### config.mk
export PLATFORM = sky130hd
export DESIGN_NAME = hard_disk_collision_search_top
export DESIGN_NICKNAME = d
export VERILOG_FILES = /design/src/hw/rtl/hdcs_pkg.sv /design/src/hw/rtl/hdcs_isqrt.sv /design/src/hw/rtl/hdcs_geom.sv /design/src/hw/rtl/hard_disk_collision_search_top.sv
export SDC_FILE = /design/constraint.sdc
export NUM_CORES = 2
export LEC_CHECK = 0
export ABC_AREA = 1
export BUFFER_PORTS_ARGS = -buffer_cell sky130_fd_sc_hd__buf_4
export CORE_MARGIN = 5
export CORE_UTILIZATION = 42
export CTS_BUF_LIST = sky130_fd_sc_hd__clkbuf_8
export CTS_CLUSTER_SIZE = 14
export DETAILED_ROUTE_END_ITERATION = 8
export HOLD_SLACK_MARGIN = 0.03
export SYNTH_ARGS = -nofsm -noshare
export SYNTH_HDL_FRONTEND = slang
export SYNTH_SLANG_ARGS = --single-unit
### constraint.sdc
create_clock -name clock -period 19.3 [get_ports clock]
set_clock_uncertainty 0.05 [all_clocks]
set_input_delay 1.93 -clock clock [delete_from_list [all_inputs] [get_ports clock]]
set_output_delay 1.93 -clock clock [all_outputs]
set_load 0.01 [all_outputs]
### src/hw/rtl/hdcs_pkg.sv
// Shared constants for the hard disk collision search block.
`default_nettype none
package hdcs_pkg;

   // fixed register widths
   localparam int RADIUS_BITS   = 27;
   localparam int CELL_DIM_BITS = 31;

   // square root datapath: 2*sigma is 28 bits, its square 56 bits
   localparam int ROOT_BITS       = RADIUS_BITS + 1;
   localparam int ARG_BITS        = 2 * ROOT_BITS;
   localparam int ROOT_COUNT_BITS = $clog2(ROOT_BITS + 1);

   // register map
   localparam int CSR_INDEX_BITS = 2;
   localparam logic [CSR_INDEX_BITS-1:0] CSR_DISK_RADIUS = 2'd0;
   localparam logic [CSR_INDEX_BITS-1:0] CSR_CELL_WIDTH  = 2'd1;
   localparam logic [CSR_INDEX_BITS-1:0] CSR_CELL_HEIGHT = 2'd2;

   localparam logic [RADIUS_BITS-1:0]   RADIUS_RESET = 27'd8388608;
   localparam logic [CELL_DIM_BITS-1:0] CELL_RESET   = 31'd16777216;

   // candidate cell offsets
   localparam int REGION_BITS = 3;
   localparam logic [REGION_BITS-1:0] REGION_SAME = 3'd0;
   localparam logic [REGION_BITS-1:0] REGION_X    = 3'd1;
   localparam logic [REGION_BITS-1:0] REGION_YM   = 3'd2;
   localparam logic [REGION_BITS-1:0] REGION_YP   = 3'd3;
   localparam logic [REGION_BITS-1:0] REGION_XYM  = 3'd4;
   localparam logic [REGION_BITS-1:0] REGION_XYP  = 3'd5;

endpackage
`default_nettype wire

### src/hw/rtl/hdcs_isqrt.sv
// Iterative floor square root, one root bit per cycle.
`default_nettype none
module hdcs_isqrt (
   input  wire logic                          clock,
   input  wire logic                          reset,
   input  wire logic                          start,
   input  wire logic [hdcs_pkg::ARG_BITS-1:0] arg,
   output logic                               done,
   output logic [hdcs_pkg::ROOT_BITS-1:0]     root
);

   localparam int RB = hdcs_pkg::ROOT_BITS;
   localparam int AB = hdcs_pkg::ARG_BITS;
   localparam int CB = hdcs_pkg::ROOT_COUNT_BITS;

   logic [AB-1:0] arg_ff,   arg_in;
   logic [RB+1:0] rem_ff,   rem_in;
   logic [RB-1:0] root_ff,  root_in;
   logic [CB-1:0] count_ff, count_in;
   logic          busy_ff,  busy_in;

   logic [RB+1:0] rem_sh;
   logic [RB+1:0] trial;

   // remainder stays below 2^RB while bits are still pending
   assign rem_sh = {rem_ff[RB-1:0], arg_ff[AB-1 -: 2]};
   assign trial  = {root_ff, 2'b01};
   assign done   = busy_ff && (count_ff == CB'(1));
   assign root   = root_ff;

   always_comb begin
      arg_in   = arg_ff;
      rem_in   = rem_ff;
      root_in  = root_ff;
      count_in = count_ff;
      busy_in  = busy_ff;
      if (start) begin
         arg_in   = arg;
         rem_in   = '0;
         root_in  = '0;
         count_in = CB'(RB);
         busy_in  = 1'b1;
      end else if (busy_ff) begin
         arg_in   = {arg_ff[AB-3:0], 2'b00};
         count_in = count_ff - CB'(1);
         if (count_ff == CB'(1)) begin
            busy_in = 1'b0;
         end
         if (rem_sh >= trial) begin
            rem_in  = rem_sh - trial;
            root_in = {root_ff[RB-2:0], 1'b1};
         end else begin
            rem_in  = rem_sh;
            root_in = {root_ff[RB-2:0], 1'b0};
         end
      end
   end

   always_ff @(posedge clock) begin
      if (reset) begin
         busy_ff  <= 1'b0;
         count_ff <= '0;
      end else begin
         busy_ff  <= busy_in;
         count_ff <= count_in;
      end
      arg_ff  <= arg_in;
      rem_ff  <= rem_in;
      root_ff <= root_in;
   end

endmodule
`default_nettype wire

### src/hw/rtl/hdcs_geom.sv
// Candidate offset, |dy| and collision qualification, registered.
`default_nettype none
module hdcs_geom #(
   parameter int COORD_BITS = 32,
   parameter int DIFF_BITS  = 34
) (
   input  wire logic                               clock,
   input  wire logic                               en,
   input  wire logic                               has_cand,
   input  wire logic [hdcs_pkg::REGION_BITS-1:0]   region,
   input  wire logic signed [COORD_BITS-1:0]       cand_x,
   input  wire logic signed [COORD_BITS-1:0]       cand_y,
   input  wire logic signed [COORD_BITS-1:0]       moving_x,
   input  wire logic signed [COORD_BITS-1:0]       moving_y,
   input  wire logic [hdcs_pkg::RADIUS_BITS-1:0]   disk_radius,
   input  wire logic [hdcs_pkg::CELL_DIM_BITS-1:0] cell_width,
   input  wire logic [hdcs_pkg::CELL_DIM_BITS-1:0] cell_height,
   output logic signed [DIFF_BITS-1:0]             dx_ff,
   output logic [hdcs_pkg::ROOT_BITS-1:0]          ady_ff,
   output logic                                    qualify_ff
);

   localparam int EXT = DIFF_BITS - COORD_BITS;
   localparam int DEXT = DIFF_BITS - hdcs_pkg::CELL_DIM_BITS;

   logic signed [DIFF_BITS-1:0] dx_base, dy_base, dx, dy;
   logic signed [DIFF_BITS-1:0] width_ext, height_ext;
   logic [DIFF_BITS-1:0]        ady;
   logic [hdcs_pkg::ROOT_BITS-1:0] two_s;
   logic xshift, region_ok, qualify;

   assign dx_base = {{EXT{cand_x[COORD_BITS-1]}}, cand_x}
                  - {{EXT{moving_x[COORD_BITS-1]}}, moving_x};
   assign dy_base = {{EXT{cand_y[COORD_BITS-1]}}, cand_y}
                  - {{EXT{moving_y[COORD_BITS-1]}}, moving_y};
   assign width_ext  = {{DEXT{1'b0}}, cell_width};
   assign height_ext = {{DEXT{1'b0}}, cell_height};
   assign two_s      = {disk_radius, 1'b0};

   always_comb begin
      xshift    = region inside {hdcs_pkg::REGION_X, hdcs_pkg::REGION_XYM,
                                 hdcs_pkg::REGION_XYP};
      region_ok = (region <= hdcs_pkg::REGION_XYP);
      if (region inside {hdcs_pkg::REGION_YM, hdcs_pkg::REGION_XYM}) begin
         dy = dy_base - height_ext;
      end else if (region inside {hdcs_pkg::REGION_YP, hdcs_pkg::REGION_XYP}) begin
         dy = dy_base + height_ext;
      end else begin
         dy = dy_base;
      end
      dx  = xshift ? (dx_base + width_ext) : dx_base;
      ady = dy[DIFF_BITS-1] ? DIFF_BITS'(-dy) : DIFF_BITS'(dy);
      // same-cell and pure y neighbors must lie ahead in x
      qualify = has_cand && region_ok
             && (ady < {{(DIFF_BITS-hdcs_pkg::ROOT_BITS){1'b0}}, two_s})
             && (xshift || (!dx[DIFF_BITS-1] && (dx != '0)));
   end

   always_ff @(posedge clock) begin
      if (en) begin
         dx_ff      <= dx;
         ady_ff     <= ady[hdcs_pkg::ROOT_BITS-1:0];
         qualify_ff <= qualify;
      end
   end

endmodule
`default_nettype wire

### src/hw/rtl/hard_disk_collision_search_top.sv
// Top level of the hard disk collision search: sequencer, state and channels.
//
// Usage: a search is a run of request words. The word with first_item set
// loads the moving disk (cur_x, cur_y) and the start bound; every word with
// has_candidate set is tested against the moving disk. The word with tlast
// set produces one response word: hit flag, nearest distance, cell and slot.
// Registers (disk radius, cell width, cell height) are written through the csr
// port; users must write them while no search word is in flight (not enforced).
//
// Timing: a word is taken only while the sequencer is idle. From one accept
// to the next, a word whose candidate does not qualify goes through geometry,
// qualify check, done and idle; a qualifying one goes through geometry, two
// shared-squarer passes (2*sigma squared, then |dy| squared), root load,
// bit-serial square root, compare, done and idle. The root unit sets the
// rate. The response sits in an output register; the next word is accepted
// while it waits, and the sequencer holds in done only if a second response is
// ready before the first is taken, until rsp_tready frees the register.
// Reset (synchronous) restores the register defaults, clears the search
// state to zero and drops rsp_tvalid.
`default_nettype none
module hard_disk_collision_search_top #(
   parameter int COORD_BITS      = 32,
   parameter int CELL_INDEX_BITS = 16,
   parameter int SLOT_BITS       = 6
) (
   input  wire logic clock,
   input  wire logic reset,

   // request channel
   input  wire logic req_tvalid,
   output logic      req_tready,
   // tdata, low bit up: cur_x, cur_y, start_bound, cand_x, cand_y, cand_cell,
   // cand_slot, zero fill
   input  wire logic [((5*COORD_BITS+CELL_INDEX_BITS+SLOT_BITS+7)/8)*8-1:0] req_tdata,
   // tuser, low bit up: first_item, has_candidate, region[2:0]
   input  wire logic [4:0] req_tuser,
   input  wire logic       req_tlast,    // last_item

   // response channel
   output logic rsp_tvalid,
   input  wire logic rsp_tready,
   // tdata, low bit up: best_distance, hit_cell, hit_slot, zero fill
   output logic [((COORD_BITS+CELL_INDEX_BITS+SLOT_BITS+7)/8)*8-1:0] rsp_tdata,
   // tuser: hit_found
   output logic [0:0] rsp_tuser,

   // register write port
   input  wire logic                                  csr_we,
   input  wire logic [hdcs_pkg::CSR_INDEX_BITS-1:0]   csr_index,
   input  wire logic [hdcs_pkg::CELL_DIM_BITS-1:0]    csr_wdata
);

   localparam int C   = COORD_BITS;
   localparam int CI  = CELL_INDEX_BITS;
   localparam int SB  = SLOT_BITS;
   localparam int RB  = hdcs_pkg::ROOT_BITS;
   localparam int AB  = hdcs_pkg::ARG_BITS;
   localparam int CD  = (C > hdcs_pkg::CELL_DIM_BITS) ? C : hdcs_pkg::CELL_DIM_BITS;
   localparam int DW  = CD + 2;
   localparam int OUT_TDATA_BITS = ((C + CI + SB + 7) / 8) * 8;

   // saturation limits of the distance, at the width of dx - root
   localparam logic signed [DW:0] SAT_HI = {{(DW + 2 - C){1'b0}}, {(C - 1){1'b1}}};
   localparam logic signed [DW:0] SAT_LO = ~SAT_HI;

   localparam logic [2:0] ST_IDLE  = 3'd0;
   localparam logic [2:0] ST_GEOM  = 3'd1;
   localparam logic [2:0] ST_MULA  = 3'd2;
   localparam logic [2:0] ST_MULB  = 3'd3;
   localparam logic [2:0] ST_START = 3'd4;
   localparam logic [2:0] ST_ROOT  = 3'd5;
   localparam logic [2:0] ST_CMP   = 3'd6;
   localparam logic [2:0] ST_DONE  = 3'd7;

   logic [2:0] state_ff, state_in;

   // configuration
   logic [hdcs_pkg::RADIUS_BITS-1:0]   disk_radius_ff;
   logic [hdcs_pkg::CELL_DIM_BITS-1:0] cell_width_ff, cell_height_ff;

   // search state
   logic signed [C-1:0] moving_x_ff, moving_y_ff, running_min_ff;
   logic [CI-1:0]       best_cell_ff;
   logic [SB-1:0]       best_slot_ff;
   logic                found_ff;

   // captured candidate word
   logic signed [C-1:0] cand_x_ff, cand_y_ff;
   logic [CI-1:0]       cand_cell_ff;
   logic [SB-1:0]       cand_slot_ff;
   logic [hdcs_pkg::REGION_BITS-1:0] region_ff;
   logic                has_ff, last_ff;

   // response register
   logic                rsp_valid_ff;
   logic signed [C-1:0] rsp_dist_ff;
   logic [CI-1:0]       rsp_cell_ff;
   logic [SB-1:0]       rsp_slot_ff;
   logic                rsp_found_ff;

   // datapath
   logic signed [DW-1:0] dx;
   logic [RB-1:0]        ady;
   logic                 qualify;
   logic [RB-1:0]        mul_op;
   logic [AB-1:0]        prod;
   logic [AB-1:0]        sq_ff, prod_ff;
   logic [RB-1:0]        root;
   logic                 root_done;
   logic signed [DW:0]   dist_wide;
   logic signed [C-1:0]  free_dist;
   logic                 accept, rsp_load, better;

   assign accept     = req_tvalid && req_tready;
   assign req_tready = (state_ff == ST_IDLE);

   hdcs_geom #(
      .COORD_BITS (C),
      .DIFF_BITS  (DW)
   ) u_geom (
      .clock       (clock),
      .en          (state_ff == ST_GEOM),
      .has_cand    (has_ff),
      .region      (region_ff),
      .cand_x      (cand_x_ff),
      .cand_y      (cand_y_ff),
      .moving_x    (moving_x_ff),
      .moving_y    (moving_y_ff),
      .disk_radius (disk_radius_ff),
      .cell_width  (cell_width_ff),
      .cell_height (cell_height_ff),
      .dx_ff       (dx),
      .ady_ff      (ady),
      .qualify_ff  (qualify)
   );

   // shared squarer: (2*sigma)^2 first, then |dy|^2
   assign mul_op = (state_ff == ST_MULA) ? {disk_radius_ff, 1'b0} : ady;
   assign prod   = {{RB{1'b0}}, mul_op} * {{RB{1'b0}}, mul_op};

   hdcs_isqrt u_isqrt (
      .clock (clock),
      .reset (reset),
      .start (state_ff == ST_START),
      .arg   (sq_ff - prod_ff),
      .done  (root_done),
      .root  (root)
   );

   always_comb begin
      dist_wide = {dx[DW-1], dx} - {{(DW + 1 - RB){1'b0}}, root};
      if (dist_wide > SAT_HI) begin
         free_dist = SAT_HI[C-1:0];
      end else if (dist_wide < SAT_LO) begin
         free_dist = SAT_LO[C-1:0];
      end else begin
         free_dist = dist_wide[C-1:0];
      end
      better = (free_dist < running_min_ff);   // ties keep the earlier hit
   end

   assign rsp_load = (state_ff == ST_DONE) && last_ff && (!rsp_valid_ff || rsp_tready);

   always_comb begin
      state_in = state_ff;
      case (state_ff)
         ST_IDLE:  if (accept) state_in = ST_GEOM;
         ST_GEOM:  state_in = ST_MULA;
         // geometry result is registered here; only qualifying candidates
         // take the long path
         ST_MULA:  state_in = qualify ? ST_MULB : ST_DONE;
         ST_MULB:  state_in = ST_START;
         ST_START: state_in = ST_ROOT;
         ST_ROOT:  if (root_done) state_in = ST_CMP;
         ST_CMP:   state_in = ST_DONE;
         ST_DONE: begin
            if (!last_ff || rsp_load) state_in = ST_IDLE;
         end
         default:  state_in = ST_IDLE;
      endcase
   end

   always_ff @(posedge clock) begin
      if (reset) begin
         state_ff       <= ST_IDLE;
         disk_radius_ff <= hdcs_pkg::RADIUS_RESET;
         cell_width_ff  <= hdcs_pkg::CELL_RESET;
         cell_height_ff <= hdcs_pkg::CELL_RESET;
         moving_x_ff    <= '0;
         moving_y_ff    <= '0;
         running_min_ff <= '0;
         best_cell_ff   <= '0;
         best_slot_ff   <= '0;
         found_ff       <= 1'b0;
         rsp_valid_ff   <= 1'b0;
      end else begin
         state_ff <= state_in;

         if (csr_we) begin
            case (csr_index)
               hdcs_pkg::CSR_DISK_RADIUS:
                  disk_radius_ff <= csr_wdata[hdcs_pkg::RADIUS_BITS-1:0];
               hdcs_pkg::CSR_CELL_WIDTH:  cell_width_ff  <= csr_wdata;
               hdcs_pkg::CSR_CELL_HEIGHT: cell_height_ff <= csr_wdata;
               default: ;
            endcase
         end

         // first word reloads before its own candidate is tested
         if (accept && req_tuser[0]) begin
            moving_x_ff    <= req_tdata[C-1:0];
            moving_y_ff    <= req_tdata[2*C-1:C];
            running_min_ff <= req_tdata[3*C-1:2*C];
            best_cell_ff   <= '0;
            best_slot_ff   <= '0;
            found_ff       <= 1'b0;
         end else if (state_ff == ST_CMP && better) begin
            running_min_ff <= free_dist;
            best_cell_ff   <= cand_cell_ff;
            best_slot_ff   <= cand_slot_ff;
            found_ff       <= 1'b1;
         end

         if (rsp_load) begin
            rsp_valid_ff <= 1'b1;
         end else if (rsp_tready) begin
            rsp_valid_ff <= 1'b0;
         end
      end

      if (accept) begin
         cand_x_ff    <= req_tdata[4*C-1:3*C];
         cand_y_ff    <= req_tdata[5*C-1:4*C];
         cand_cell_ff <= req_tdata[5*C+CI-1:5*C];
         cand_slot_ff <= req_tdata[5*C+CI+SB-1:5*C+CI];
         has_ff       <= req_tuser[1];
         region_ff    <= req_tuser[4:2];
         last_ff      <= req_tlast;
      end

      if (state_ff == ST_MULA) sq_ff   <= prod;
      if (state_ff == ST_MULB) prod_ff <= prod;

      if (rsp_load) begin
         rsp_dist_ff  <= running_min_ff;
         rsp_cell_ff  <= best_cell_ff;
         rsp_slot_ff  <= best_slot_ff;
         rsp_found_ff <= found_ff;
      end
   end

   assign rsp_tvalid = rsp_valid_ff;
   assign rsp_tdata  = OUT_TDATA_BITS'({rsp_slot_ff, rsp_cell_ff, rsp_dist_ff});
   assign rsp_tuser  = rsp_found_ff;

endmodule
`default_nettype wire
== After elaboration in Yosys (flattened, before gate mapping) ==
Index checks and enable logic that the tools add are counted.

* Output and inout port bits: 59
* Input port bits: 228
* Word-level logic and storage cells: 124
* Register bits after elaboration: 651

* Multiply operators: 1
* Magnitude comparators: 6
* Mux-type cells: 25
* Reductions and logical operators: 31
* $add $sub $neg: 10
* Equal/unequal tests: 18

{| class="wikitable"
|+ Operators with widths
! operator !! number
|-
| $mux 34 || 4
|-
| $mux 32 || 4
|-
| $mux 56 || 2
|-
| $add 34x32->34 || 2
|-
| $sub 32x32->33 || 2
|-
| $mul 28x28->56 || 1
|-
| $mux 28 || 2
|-
| $sub 56x56->56 || 1
|-
| $gt 35x32->1 const B || 1
|-
| $lt 35x32->1 const B || 1
|-
| $sub 34x29->35 || 1
|-
| $lt 34x28->1 || 1
|-
| $neg 34->34 || 1
|-
| $reduce_bool 34->1 || 1
|-
| $sub 34x32->34 || 1
|-
| $lt 32x32->1 || 1
|-
| $ge 30x30->1 || 1
|-
| $sub 28x28->28 || 1
|-
| $pmux 3 s8 || 1
|-
| $eq 3x3->1 const B || 6
|-
| $eq 3x2->1 const B || 4
|-
| $mux 3 || 4
|-
| $logic_and 1x1->1 || 10
|-
| $mux 5 || 2
|-
| 18 further kinds || 36
|}

== Longest topological paths before layout ==
* Word-level depth: 9
* Gate-level depth with buffers: 50
* Depth with buffers taken out: 48

== By module ==
Synthesis repeated with hierarchy kept, for this count alone.

* Cells, all modules: 8842
* Area, all modules: 67295.8 µm²

{| class="wikitable"
|+ Modules (own cells, without submodules)
! module !! seq. area each (µm²) !! area each (µm²) !! cells each !! instances
|-
| hard_disk_collision_search_top || 11931.4 || 43686.9 || 4879 || 1
|-
| hdcs_geom || 1891.8 || 16646.0 || 2984 || 1
|-
| hdcs_isqrt || 2922.8 || 6962.9 || 979 || 1
|}

== Least setup slack after synthesis ==
OpenSTA, ideal clock, no wires.

* Kind: register to register
* Start point: register state_ff[1]
* End point: register prod_ff[52], data pin
* Slack: 8.173 ns
* Cell stages (with the launch flop): 39
* Data required time: 18.981 ns
* Period minus slack after synthesis: 11.127 ns
* Path buffers: 3
* Setup time: 0.269 ns
* Data arrival time: 10.808 ns
* Cell sequence: dfxtp_1 -> inv_1 -> nor2_1 -> inv_1 -> nor2_1 -> clkinv_1 -> clkbuf_1 -> buf_1 -> o21ai_1 -> clkbuf_1 -> nor2_1 -> fa_1 -> fa_1 -> inv_1 -> fa_1 -> inv_1 -> fa_1 -> inv_1 -> [3 not listed] -> inv_1 -> fa_1 -> inv_1 -> ha_1 -> a21oi_1 -> o21ai_0 -> o21bai_1 -> a31oi_1 -> o21ai_1 -> nand2_1 -> nand2_1 -> nand2_1 -> nand2_1 -> a21boi_1 -> inv_1 -> a21oi_1 -> o21ai_0 -> xor2_1

* Word-level cells in the longest chain between the ends: 3

{| class="wikitable"
|+ Ends and longest elaborated chain
! what !! line !! source
|-
| from (decl) || hard_disk_collision_search_top.sv:75 || <nowiki>logic [2:0] state_ff, state_in;</nowiki>
|-
| from (signal assigned) || hard_disk_collision_search_top.sv:197 || <nowiki>state_ff <= state_in;</nowiki>
|-
| $eq 3x2->1 || hard_disk_collision_search_top.sv:138 || <nowiki>assign mul_op = (state_ff == ST_MULA) ? {disk_radius_ff, 1'b0} : ady;</nowiki>
|-
| $mux 28 || hard_disk_collision_search_top.sv:138 ||
|-
| $mul 28x28->56 || hard_disk_collision_search_top.sv:139 || <nowiki>assign prod = {{RB{1'b0}}, mul_op} * {{RB{1'b0}}, mul_op};</nowiki>
|-
| via prod[52] || hard_disk_collision_search_top.sv:106 || <nowiki>logic [AB-1:0] prod;</nowiki>
|-
| to (signal assigned) || hard_disk_collision_search_top.sv:242 || <nowiki>if (state_ff == ST_MULB) prod_ff <= prod;</nowiki>
|-
| to (decl) || hard_disk_collision_search_top.sv:107 || <nowiki>logic [AB-1:0] sq_ff, prod_ff;</nowiki>
|}

The timed path passes the listed nets, and every way through them passes these cells.
A chain may end at the register's enable or synchronous reset.

== Worst setup path after layout ==
* Start point: register state_ff[1]
* End point: register prod_ff[54], data pin

The elaborated chain is that of the path after synthesis.

==> results.tsv <==
stage	metric	value	unit
status	status	completed	
synthesis	dominant cell type by area after synthesis	fa_1	
clock_network	postcts setup bufs	0	
global_route	global-route wire length before repair	290400	um
synthesis	top cells by area, synth	fa_1 19%, edfxtp_1 18%, ha_1 11%, inv_1 9.0%, dfxtp_1 8.7%	
synthesis	warnings from Yosys	0	
global_route	largest net degree at the start of global routing	94	
drt	final wirelength	183500	um
clock_network	Max Root-Sink Buffers	3	
synthesis	register area share after synthesis	26.62	%
synthesis	syn_area_per_cell	8.072	um^2
clock_network	Num CTS Buffers	113	
timing	crit share post-route	53.92	%
layout	NumNets Final	9404	
worst_setup_path	worst reg2reg setup slack	8.89	ns
layout	Filler Cell Count	14760	
synthesis	count leader, synth	inv_1	
floorplanning	Die X	397	um
synthesis	Main synth FF type	edfxtp_1	
floorplanning	die footprint	157600	um^2
synthesis	Synth top cells by count	1513 x inv_1, 1280 x nand2_1, 851 x nor2_1	
floorplanning	std cell rows	142	
global_route	vias in the first global route	52740	
clock_network	Resize count post-CTS	0	
drt	drt first pass iters	6	
synthesis	Netlist cell types	70	
worst_hold_path	worst hold path class	reg -> reg	
floorplanning	Die Ht	397	um
flow_run	Max Cap Viol	0	
floorplanning	Initial Utilization	42.10	%
placement	pre-CTS setup slack	9.026	ns
worst_setup_path	Setup crit end kind	register	
clock_network	cts hold-fix bufs	0	
floorplanning	IO Pins	287	
clock_network	clock transition at the registers of the reported paths	0.06	ns
synthesis	EDFF count, synth	375	
timing	Final Hold Fails	0	
placement	gpl congestion	0.9355	
global_route	initial antenna violation count	11	
placement	dpl hpwl	147500	um
worst_setup_path	worst r2r src	state_ff[1]	
timing	unrepaired setup endpoints after global routing	false	
timing	# setup viols final	0	
layout	Sequential cell area	16750	um^2
timing	final slew viol count	0	
synthesis	synthesized area	62900	um^2
drt	vias	51670	
worst_setup_path	critical path startpoint category	register	
drt	Avg Vias per Cell	5.091	
clock_network	H-tree Lvls	3	
worst_setup_path	worst-path maximum fanout	57	
worst_setup_path	reg2reg end	prod_ff[54]	
timing	Hold Slack	0.3714	ns
worst_hold_path	Hold Startpoint	best_slot_ff[2]	
worst_hold_path	hold path endpoint	rsp_slot_ff[2]	
drt	Initial DRC Count	3423	
timing	Slew @ Worst Pin	1.220	ns
drt	Detail Route Antenna Nets	0	
timing	Max Freq	96.09	MHz
clock_network	clk_lat worst skew	0.87	ns
clock_network	Sink Count	649	
drt	DRC Markers	0	
layout	share of cells above drive strength 1	7.855	%
floorplanning	area of the core	149400	um^2
global_route	total track usage	23.21	%
placement	port bufs	282	
worst_hold_path	hold path cells	0	
worst_setup_path	Worst Setup Path Type	reg -> reg	
global_route	total gr overflow	0	
worst_setup_path	R2R cell count	37	
worst_setup_path	CP Data Required Time	19.81	ns
synthesis	share of the synthesized area in the top cell type	19.35	%
synthesis	Synth Instances	7793	
layout	Area growth syn-to-layout	10.71	%
drt	average wire per standard cell	18.08	um
worst_setup_path	Critical Path Most Common Cell	inv_1	
timing	post-route setup TNS	0	ns
synthesis	ys async rst share	0	%
worst_setup_path	slowest CP cell	clkinv_1	
worst_setup_path	crit path DAT	10.92	ns
worst_setup_path	worst stage delay on the critical path	0.93	ns
synthesis	Synth Register Bits	649	
layout	footprint of the multi-input gates	39660	um^2
clock_network	TritonCTS clock tree	built	
clock_network	root buf cell	clkbuf_8	
timing	fin crit period	10.41	ns
timing	worst setup margin	8.893	ns
timing	max_slew headroom	17.80	%
-- layout by cell type (no fill, tap or decap), drive strengths merged, types with 4 or more instances in the layout --
master   count
o21ai      523
dfxtp      274
or2         40
and2         5
o221a        4
nor3        68
o221ai      19
nand3      245
o22ai        6
xnor2       80
a22oi       27
edfxtp     375
clkinv      44
a31oi       38
o21a        33
inv       1561
nor3b        5
nand4       43
fa         608
a21o        26
nand2     1299
nand3b       4
a21boi      15
buf        334
o31ai       10
a211oi      13
diode       11
a221oi       7
nor4        14
ha         539
clkbuf     130
xor2       165
bufinv       7
o2111ai      5
o211ai      32
o21bai      24
a21oi      624
nor2       852
-- per-stage QoR --
stage | instance area (um^2) | utilization, % | std cells
5_1_grt | 69630 | 46.60 | 10150
3_5_place_dp | 67210 | 44.98 | 9930
3_3_place_gp | 67210 | 44.98 | 9930
2_1_floorplan | 62910 | - | 7794
6_report | 69640 | 46.61 | 10150
4_1_cts | 69610 | 46.59 | 10140
-- worst max-delay path by stage --
stage	startpoint	endpoint	depth (start not counted)
floorplan	state_ff[1]	prod_ff[52]	38
global placement	state_ff[1]	prod_ff[54]	37
detailed placement	state_ff[1]	prod_ff[54]	37
CTS	state_ff[1]	prod_ff[54]	37
global route	state_ff[1]	prod_ff[54]	36
finish	state_ff[1]	prod_ff[54]	37
-- registers in the layout (all words and copies together) (netlist names), 16 cells and up --
signal / flops
u_isqrt.root: 28
cand_x_ff: 32
cand_y_ff: 32
cell_width_ff: 31
u_geom.dx_ff: 34
disk_radius_ff: 27
prod_ff: 55
moving_y_ff: 32
u_geom.ady_ff: 28
rsp_cell_ff: 16
cell_height_ff: 31
u_isqrt.rem_ff: 28
sq_ff: 55
moving_x_ff: 32
best_cell_ff: 16
running_min_ff: 32
rsp_dist_ff: 32
cand_cell_ff: 16
u_isqrt.arg_ff: 56
-- kinds of logic after synthesis --
family / after synthesis / share of synthesized area [%]
flip-flops: 649 / 26.62
AND/OR/NAND/NOR: 2580 / 16.68
XOR/XNOR: 245 / 3.411
adder cells (fa/ha/maj): 1147 / 30.07
AO/OA/AOI/OAI: 1420 / 12.63
buffers and inverters: 1751 / 10.57
other: 1 / 0.005962
-- per-layer routing --
metal  vias up  part of all wire, %  global-route usage [%]
met5         -                    0                       0
met4         0                  2.9                   7.445
met3       274                  4.8                   2.681
met2      1275                   47                   39.35
met1     24750                   45                   31.10
li1      25370                    -                       -
-- worst max-delay path: cells and delay by family (launching register included) --
kind                       cells  cell delay [ns]
DFF                            1             0.37
xor gates and xnor gates       1             0.28
and+or+nand+nor                7             1.30
buffers and inverters         13             2.31
AOI/OAI and AO/OA              8             1.92
adders and majority gates      8             3.93
-- layout make-up --
class	count	area share (%)
Tap cell	2016	3.622
Timing Repair Buffer	334	3.601
Inverter	1537	8.288
Sequential cell	649	24.05
Multi-Input combinational cell	5394	56.95
Clock buffer	130	2.569
Antenna cell	11	0.03953
Clock inverter	78	0.8858
Power is not shown: default switching activity piles up to over one toggle a cycle in this logic, so the estimate is an artifact.
